## config.mk

```make
export PLATFORM = sky130hd
export DESIGN_NAME = linear_classifier_argmax_core
export DESIGN_NICKNAME = d
export VERILOG_FILES = /design/src/hdl/lcam_pkg.sv /design/src/hdl/lcam_cell.sv /design/src/hdl/lcam_ctrl.sv /design/src/hdl/linear_classifier_argmax_core.sv
export SDC_FILE = /design/constraint.sdc
export NUM_CORES = 2
export LEC_CHECK = 0
export BUFFER_PORTS_ARGS = -buffer_cell sky130_fd_sc_hd__buf_2
export CORE_ASPECT_RATIO = 0.6
export CORE_MARGIN = 3
export CORE_UTILIZATION = 38
export CTS_CLUSTER_DIAMETER = 40
export DETAILED_ROUTE_END_ITERATION = 6
export HOLD_SLACK_MARGIN = 0.05
export REMOVE_ABC_BUFFERS = 1
export SYNTH_ARGS = -nofsm -noshare
export SYNTH_HDL_FRONTEND = slang
export SYNTH_SLANG_ARGS = --single-unit
```

## constraint.sdc

```tcl
create_clock -name aclk -period 14.5 [get_ports aclk]
set_input_delay 2.175 -clock aclk [delete_from_list [all_inputs] [get_ports aclk]]
set_output_delay 2.175 -clock aclk [all_outputs]
set_load 0.01 [all_outputs]
```

## src/hdl/lcam_pkg.sv

```systemverilog
// Shared types and constants for the linear classifier argmax core.
package lcam_pkg;

    localparam int DEF_FEATURES = 8;
    localparam int DEF_CLASSES  = 4;
    localparam int MAX_FEATURES = 8;
    localparam int FEAT_W       = 16;
    localparam int WEIGHT_W     = 16;
    localparam int ICPT_W       = 32;
    localparam int PROD_W       = 32;
    localparam int SCORE_W      = 36;
    localparam int CLS_W        = 4;
    localparam int FIDX_W       = 3;

    typedef enum logic [1:0] {
        CMD_WEIGHT   = 2'd0,
        CMD_ICPT     = 2'd1,
        CMD_CLASSIFY = 2'd2,
        CMD_UNUSED   = 2'd3
    } cmd_t;

    typedef enum logic [2:0] {
        ST_IDLE,
        ST_MAC,
        ST_ACC,
        ST_ARG,
        ST_OUT
    } state_t;

    // table write broadcast to every cell
    typedef struct packed {
        logic                       we_weight;
        logic                       we_icpt;
        logic [CLS_W-1:0]           cls;
        logic [FIDX_W-1:0]          fidx;
        logic signed [WEIGHT_W-1:0] weight;
        logic signed [ICPT_W-1:0]   icpt;
    } wr_t;

    // sequencing strobes from the controller to the row of cells
    typedef struct packed {
        logic clear_acc;
        logic mac_en;
        logic acc_en;
        logic chain_en;
    } ctl_t;

endpackage

```

## src/hdl/lcam_cell.sv

```systemverilog
// One class cell: weight row, intercept, multiply-accumulate and one argmax compare stage.
module lcam_cell #(
    parameter int FEATURES = lcam_pkg::DEF_FEATURES,
    parameter int CLASS_ID = 0,
    parameter int FIW      = 3
) (
    input  logic                                  aclk,
    input  logic                                  aresetn,
    input  lcam_pkg::wr_t                         wr,
    input  lcam_pkg::ctl_t                        ctl,
    input  logic [FIW-1:0]                        feat_idx,
    input  logic signed [lcam_pkg::FEAT_W-1:0]    feat,
    input  logic signed [lcam_pkg::SCORE_W-1:0]   best_in,
    input  logic [lcam_pkg::CLS_W-1:0]            idx_in,
    output logic signed [lcam_pkg::SCORE_W-1:0]   best_out,
    output logic [lcam_pkg::CLS_W-1:0]            idx_out
);
    import lcam_pkg::*;

    logic signed [WEIGHT_W-1:0] w_reg [FEATURES];
    logic signed [ICPT_W-1:0]   icpt_reg;
    logic signed [PROD_W-1:0]   prod_reg;
    logic signed [SCORE_W-1:0]  acc_reg, acc_next;
    logic signed [SCORE_W-1:0]  best_reg, best_next;
    logic [CLS_W-1:0]           idx_reg, idx_next;
    logic                       row_hit;

    assign row_hit = (wr.cls == CLS_W'(CLASS_ID));

    always_ff @(posedge aclk) begin
        if (!aresetn) begin
            for (int i = 0; i < FEATURES; i++) begin
                w_reg[i] <= '0;
            end
            icpt_reg <= '0;
        end else begin
            if (wr.we_weight && row_hit && (32'(wr.fidx) < FEATURES)) begin
                w_reg[wr.fidx[FIW-1:0]] <= wr.weight;
            end
            if (wr.we_icpt && row_hit) begin
                icpt_reg <= wr.icpt;
            end
        end
    end

    always_comb begin
        acc_next = acc_reg;
        if (ctl.clear_acc) begin
            acc_next = {{(SCORE_W-ICPT_W){icpt_reg[ICPT_W-1]}}, icpt_reg};
        end else if (ctl.acc_en) begin
            acc_next = acc_reg + {{(SCORE_W-PROD_W){prod_reg[PROD_W-1]}}, prod_reg};
        end
    end

    // first cell seeds the chain; later cells take their own score only if strictly larger
    always_comb begin
        best_next = best_reg;
        idx_next  = idx_reg;
        if (ctl.chain_en) begin
            if ((CLASS_ID == 0) || (acc_reg > best_in)) begin
                best_next = acc_reg;
                idx_next  = CLS_W'(CLASS_ID);
            end else begin
                best_next = best_in;
                idx_next  = idx_in;
            end
        end
    end

    always_ff @(posedge aclk) begin
        if (ctl.mac_en) begin
            prod_reg <= feat * w_reg[feat_idx];
        end
        acc_reg  <= acc_next;
        best_reg <= best_next;
        idx_reg  <= idx_next;
    end

    assign best_out = best_reg;
    assign idx_out  = idx_reg;

endmodule

```

## src/hdl/lcam_ctrl.sv

```systemverilog
// Sequencer for the cell row: feature steps, final add, argmax chain drain, result hold.
module lcam_ctrl #(
    parameter int FEATURES = lcam_pkg::DEF_FEATURES,
    parameter int CLASSES  = lcam_pkg::DEF_CLASSES,
    parameter int CNTW     = 4
) (
    input  logic            aclk,
    input  logic            aresetn,
    input  logic            in_acc,
    input  logic            is_classify,
    input  logic            out_acc,
    output lcam_pkg::ctl_t  ctl,
    output logic [CNTW-1:0] cnt,
    output logic            busy_n,
    output logic            res_valid
);
    import lcam_pkg::*;

    state_t          state_reg, state_next;
    logic [CNTW-1:0] cnt_reg, cnt_next;

    always_comb begin
        state_next = state_reg;
        cnt_next   = cnt_reg;
        case (state_reg)
            ST_IDLE: begin
                cnt_next = '0;
                if (in_acc) begin
                    state_next = is_classify ? ST_MAC : ST_OUT;
                end
            end
            ST_MAC: begin
                cnt_next = cnt_reg + 1'b1;
                if (cnt_reg == CNTW'(FEATURES-1)) begin
                    state_next = ST_ACC;
                end
            end
            ST_ACC: begin
                cnt_next   = '0;
                state_next = ST_ARG;
            end
            ST_ARG: begin
                cnt_next = cnt_reg + 1'b1;
                if (cnt_reg == CNTW'(CLASSES-1)) begin
                    state_next = ST_OUT;
                end
            end
            ST_OUT: begin
                if (out_acc) begin
                    state_next = ST_IDLE;
                end
            end
            default: state_next = ST_IDLE;
        endcase
    end

    always_comb begin
        ctl       = '0;
        busy_n    = 1'b0;
        res_valid = 1'b0;
        case (state_reg)
            ST_IDLE: begin
                busy_n        = 1'b1;
                ctl.clear_acc = in_acc;
            end
            ST_MAC: begin
                ctl.mac_en = 1'b1;
                ctl.acc_en = (cnt_reg != '0);
            end
            ST_ACC:  ctl.acc_en   = 1'b1;
            ST_ARG:  ctl.chain_en = 1'b1;
            ST_OUT:  res_valid    = 1'b1;
            default: ctl = '0;
        endcase
    end

    always_ff @(posedge aclk) begin
        if (!aresetn) begin
            state_reg <= ST_IDLE;
            cnt_reg   <= '0;
        end else begin
            state_reg <= state_next;
            cnt_reg   <= cnt_next;
        end
    end

    assign cnt = cnt_reg;

endmodule

```

## src/hdl/linear_classifier_argmax_core.sv

```systemverilog
// Top level of the linear classifier: input capture, cell row, result channel.
//
//  channel | dir | tdata                                   | tuser
//  s_      | in  | class, feature idx, load value, feats   | command
//  m_      | out | predicted class, best score             | is_prediction
//
// A load's result is valid in the cycle after acceptance. A classify steps one feature
// per cycle through each cell's multiplier, then one closing add, then passes the
// scores cell by cell along the argmax chain.
// One item at a time; s_tready is low from acceptance until the result is taken.
// Reset (aresetn, synchronous) clears all weights and intercepts to zero at once.
module linear_classifier_argmax_core #(
    parameter int FEATURES = lcam_pkg::DEF_FEATURES,
    parameter int CLASSES  = lcam_pkg::DEF_CLASSES
) (
    input  logic         aclk,
    input  logic         aresetn,
    input  logic         s_tvalid,
    output logic         s_tready,
    // class_index[3:0], feature_index[6:4], load_value[38:7], feature_0..7 [166:39], pad
    input  logic [167:0] s_tdata,
    // command[1:0]
    input  logic [1:0]   s_tuser,
    output logic         m_tvalid,
    input  logic         m_tready,
    // predicted_class[3:0], best_score[39:4]
    output logic [39:0]  m_tdata,
    // is_prediction[0]
    output logic         m_tuser
);
    import lcam_pkg::*;

    localparam int MAXN = (FEATURES > CLASSES) ? FEATURES : CLASSES;
    localparam int CNTW = $clog2(MAXN + 1);
    localparam int FIW  = (FEATURES > 1) ? $clog2(FEATURES) : 1;

    logic                       in_acc, out_acc, busy_n, res_valid;
    ctl_t                       ctl;
    logic [CNTW-1:0]            cnt;
    wr_t                        wr;
    cmd_t                       cmd;
    logic signed [ICPT_W-1:0]   lv;
    logic signed [WEIGHT_W-1:0] w_sat;
    logic signed [FEAT_W-1:0]   feat_reg [FEATURES];
    logic                       pred_reg;
    logic signed [SCORE_W-1:0]  best_ch [CLASSES];
    logic [CLS_W-1:0]           idx_ch  [CLASSES];
    logic [CLS_W-1:0]           res_cls;

    assign in_acc  = s_tvalid && s_tready;
    assign out_acc = m_tvalid && m_tready;
    assign cmd     = cmd_t'(s_tuser);
    assign lv      = s_tdata[38:7];

    always_comb begin
        if (lv > 32'sd32767) begin
            w_sat = 16'sh7fff;
        end else if (lv < -32'sd32768) begin
            w_sat = -16'sh8000;
        end else begin
            w_sat = lv[WEIGHT_W-1:0];
        end
    end

    always_comb begin
        wr.we_weight = in_acc && (cmd == CMD_WEIGHT);
        wr.we_icpt   = in_acc && (cmd == CMD_ICPT);
        wr.cls       = s_tdata[3:0];
        wr.fidx      = s_tdata[6:4];
        wr.weight    = w_sat;
        wr.icpt      = lv;
    end

    always_ff @(posedge aclk) begin
        if (!aresetn) begin
            pred_reg <= 1'b0;
        end else if (in_acc) begin
            pred_reg <= (cmd == CMD_CLASSIFY);
        end
    end

    always_ff @(posedge aclk) begin
        if (in_acc) begin
            for (int f = 0; f < FEATURES; f++) begin
                feat_reg[f] <= s_tdata[39 + f*FEAT_W +: FEAT_W];
            end
        end
    end

    lcam_ctrl #(
        .FEATURES (FEATURES),
        .CLASSES  (CLASSES),
        .CNTW     (CNTW)
    ) u_ctrl (
        .aclk        (aclk),
        .aresetn     (aresetn),
        .in_acc      (in_acc),
        .is_classify (cmd == CMD_CLASSIFY),
        .out_acc     (out_acc),
        .ctl         (ctl),
        .cnt         (cnt),
        .busy_n      (busy_n),
        .res_valid   (res_valid)
    );

    for (genvar c = 0; c < CLASSES; c++) begin : g_cell
        lcam_cell #(
            .FEATURES (FEATURES),
            .CLASS_ID (c),
            .FIW      (FIW)
        ) u_cell (
            .aclk     (aclk),
            .aresetn  (aresetn),
            .wr       (wr),
            .ctl      (ctl),
            .feat_idx (cnt[FIW-1:0]),
            .feat     (feat_reg[cnt[FIW-1:0]]),
            .best_in  ((c == 0) ? best_ch[0] : best_ch[(c == 0) ? 0 : c-1]),
            .idx_in   ((c == 0) ? idx_ch[0]  : idx_ch[(c == 0) ? 0 : c-1]),
            .best_out (best_ch[c]),
            .idx_out  (idx_ch[c])
        );
    end

    // single class: the result is the sign decision rather than an index
    assign res_cls = (CLASSES == 1) ? ((best_ch[CLASSES-1] > 0) ? CLS_W'(1) : CLS_W'(0))
                                    : idx_ch[CLASSES-1];

    assign s_tready = busy_n;
    assign m_tvalid = res_valid;
    assign m_tuser  = pred_reg;
    assign m_tdata  = pred_reg ? {best_ch[CLASSES-1], res_cls} : '0;

`ifndef NO_ASSERTIONS
    a_no_accept_after_take: assert property (@(posedge aclk) disable iff (!aresetn)
        in_acc |=> !s_tready)
        else $error("input taken while an item is in flight");

    a_result_excl_ready: assert property (@(posedge aclk) disable iff (!aresetn)
        !(m_tvalid && s_tready))
        else $error("result pending while input is ready");

    a_ack_is_zero: assert property (@(posedge aclk) disable iff (!aresetn)
        (m_tvalid && !m_tuser) |-> (m_tdata == '0))
        else $error("load acknowledgement carries data");

    a_load_fast: assert property (@(posedge aclk) disable iff (!aresetn)
        (in_acc && (cmd != CMD_CLASSIFY)) |=> m_tvalid)
        else $error("load acknowledgement late");
`endif

endmodule

```

==> out/results.tsv <==
metric	value	unit
hold_class	reg2reg	
maxSlewHeadroom	0.133	
slowest_stage	mux2i_1	
cts_hold_buf	0	
largest_register_ffs	512	
setup_slack	4.76	ns
end_kind	flop	
fp-row-count	142	
max_freq	0.103	GHz
critPathLaunchType	flop	
synth_area	95800	um^2
avgSynthCellArea	10.8	um^2
clockBufferDepth	4	
clkTransAtPathRegs	0.06	ns
cp_common_cell	fa_1	
drv_slew	0	
insertion_delay	0.86	ns
cts_tree	yes	
clock_sinks	1200	
start_util	0.383	
worst-setup-path-type	reg2reg	
crit_required	15.03	ns
synth-edff-count	1061	
grt_max_degree	135	
synth_cell_type_count	85	
vias	67675	
synth_top_area_frac	0.333	
final.setup_skew	0.0843	ns
wl	298000	um
ant_nets	0	
period_needed	9.74	ns
finalNetCount	10800	
maxCapViolCount	0	
synthTopCellsByArea	edfxtp_1 33%, fa_1 22%, ha_1 7.5%, inv_1 5.2%, nor2_1 4.6%	
cts-resized-gates	0	
die_h	395	um
vias_per_cell	5.45	
numCtsBuffers	157	
synth.largest_area_cell	edfxtp_1	
ys_seq_elements	1200	
port_buffers	213	
cts_setup_buffers	0	
crit_chain	buf_4 > mux4_2 > mux2i_1 > nor2_1 > fa_1 > inv_1 > fa_1 > fa_1 > inv_1 > fa_1 > fa_1 > inv_1 > fa_1 > inv_1 > ha_1 > and3_1 > o21ai_0 > or2_2 > o211ai_1 > nand2_1 > o211ai_1 > a21o_1 > a21oi_1 > xnor2_1	
drt-pass1-iter-count	5	
final_common_cell	inv_1	
antenna_found_initial	16	
synthCells	8891	
crit_arrival	10.27	ns
n_fill_cell	23443	
grt.total_usage	0.232	
worst_pin_slew	1.30	ns
holdWs	0.465	ns
synthArstFlopShare	0	
slowest_delay	0.96	ns
gp_congestion	0.926	
place_hpwl	223000	um
fin_cells	12423	
synth_seq_area_share	0.362	
worstPathMaxFanout	40	
cts_root_buffer	clkbuf_16	
core	250000	um^2
layout_common_cells	1334 x inv_1, 1172 x nor2_1, 1061 x edfxtp_1	
htreeDepth	4	
ios	217	
grt-ovfl-total	0	
drc	0	
setup_violations	0	
synthToLayoutAreaGrowth	10.7	%
fin_crit_sh	0.672	
rsz0062_at_grt	no	
dp_slack	4.81	ns
hold_viol	0	
yosys_warnings	0	
die_area	258000	um^2
synth_ff_type	edfxtp_1	
drive_above_1_share	0.113	
drt_iter0_drc	7674	
critical-path-top-delay-family	adder cells	
worst-path-buf-inv	5	
die_w	654	um
first_global_vias	69329	
placedCellCount	12149	
tns	0	ns
grt_pass1_wl	447000	um
avgRoutedWirePerCell	24.0	um
status	complete, no violations	
-- worst paths after layout --
path                                                   start                            end  slack (ns)  cells past startpoint
worst max register to register                          flop  g_cell[3].u_cell.prod_reg[31]        4.76                     24
worst min register to register  g_cell[1].u_cell.icpt_reg[3]   g_cell[1].u_cell.icpt_reg[3]        0.46                      2
worst max-delay path                                    flop  g_cell[3].u_cell.prod_reg[31]        4.76                     24
worst min-delay path            g_cell[1].u_cell.icpt_reg[3]   g_cell[1].u_cell.icpt_reg[3]        0.46                      2
-- cells by family (layout without fill, tap and decap cells) --
| kind of cell | after synthesis | count (layout) | share of synthesized area |
|---|---|---|---|
| and+or+nand+nor | 2671 | 2671 | 0.119 |
| buffers and inverters | 1728 | 1945 | 0.0684 |
| adders and majority gates | 1630 | 1630 | 0.295 |
| DFF | 1200 | 1200 | 0.362 |
| AOI/OAI and AO/OA | 1039 | 1039 | 0.0707 |
| muxes | 387 | 387 | 0.0634 |
| xor gates and xnor gates | 235 | 235 | 0.0215 |
| other | 1 | 4 | 0.0000391 |
-- stage by stage --
step | util | area, um^2
6_report | 0.424 | 106000
5_1_grt | 0.424 | 106000
4_1_cts | 0.424 | 106000
3_5_place_dp | 0.404 | 101000
3_3_place_gp | 0.404 | 101000
2_1_floorplan | - | 94300
-- worst register-to-register path, delay by kind of cell, from the launching register on --
kind | cells | cell delay (ns)
multiplexers | 2 | 1.69
XOR/XNOR | 1 | 0.59
adder cells (fa/ha/maj) | 7 | 3.36
buffers and inverters | 5 | 1.08
AND/OR/NAND/NOR | 4 | 0.98
flip-flops | 1 | 0.77
AO/OA/AOI/OAI | 5 | 1.01
-- cells in the mapped netlist (10+ instances only) --
cell          n
mux2i_1      67
nand4_1      40
o211ai_1     20
a2111oi_0    13
a21o_1      127
a21boi_0    139
clkbuf_1    323
o21bai_1     35
nor3_1       65
o21ai_0     187
fa_1       1052
buf_1        28
nor2b_1      37
a211oi_1     45
ha_1        578
mux2_2      159
a21oi_1     262
nor2_1     1175
nor3b_1      19
xor2_1       73
nand3_1      59
or3_1        18
buf_2        37
xnor2_1     162
a41oi_1      10
edfxtp_1   1061
nor4_1       10
mux4_2      160
o31ai_1      25
a31oi_1      24
o21ai_1      15
nand3b_1     11
a211o_1      11
nand2_1     928
or2_2        58
and2_1      127
dfxtp_1     139
inv_1      1335
o21a_1       48
nand2b_1     70
and3_1       22
-- metal layers --
layer  GRT usage  wire [um]  up-vias
li1            -          -    29537
met1       0.345     130000    34439
met2       0.331     123000     3292
met3      0.0697      37300      403
met4      0.0542       7410        4
met5           0         82        -
-- layout make-up --
cell class              instances  area, um^2  share of cell area
flip-flops and latches       1200       34700               0.327
repair buffers                337        2070              0.0195
inverters                    1336        5020              0.0474
diodes                          2        5.00           0.0000472
multi-input cells            5964       55100               0.520
clock buffers                 174        4040              0.0381
well taps                    3312        4140              0.0391
clock inverters                98        1000             0.00945
Power is left out: the tool's default activity adds up to more than one toggle a clock period on the data nets, which glitch-free logic cannot reach.
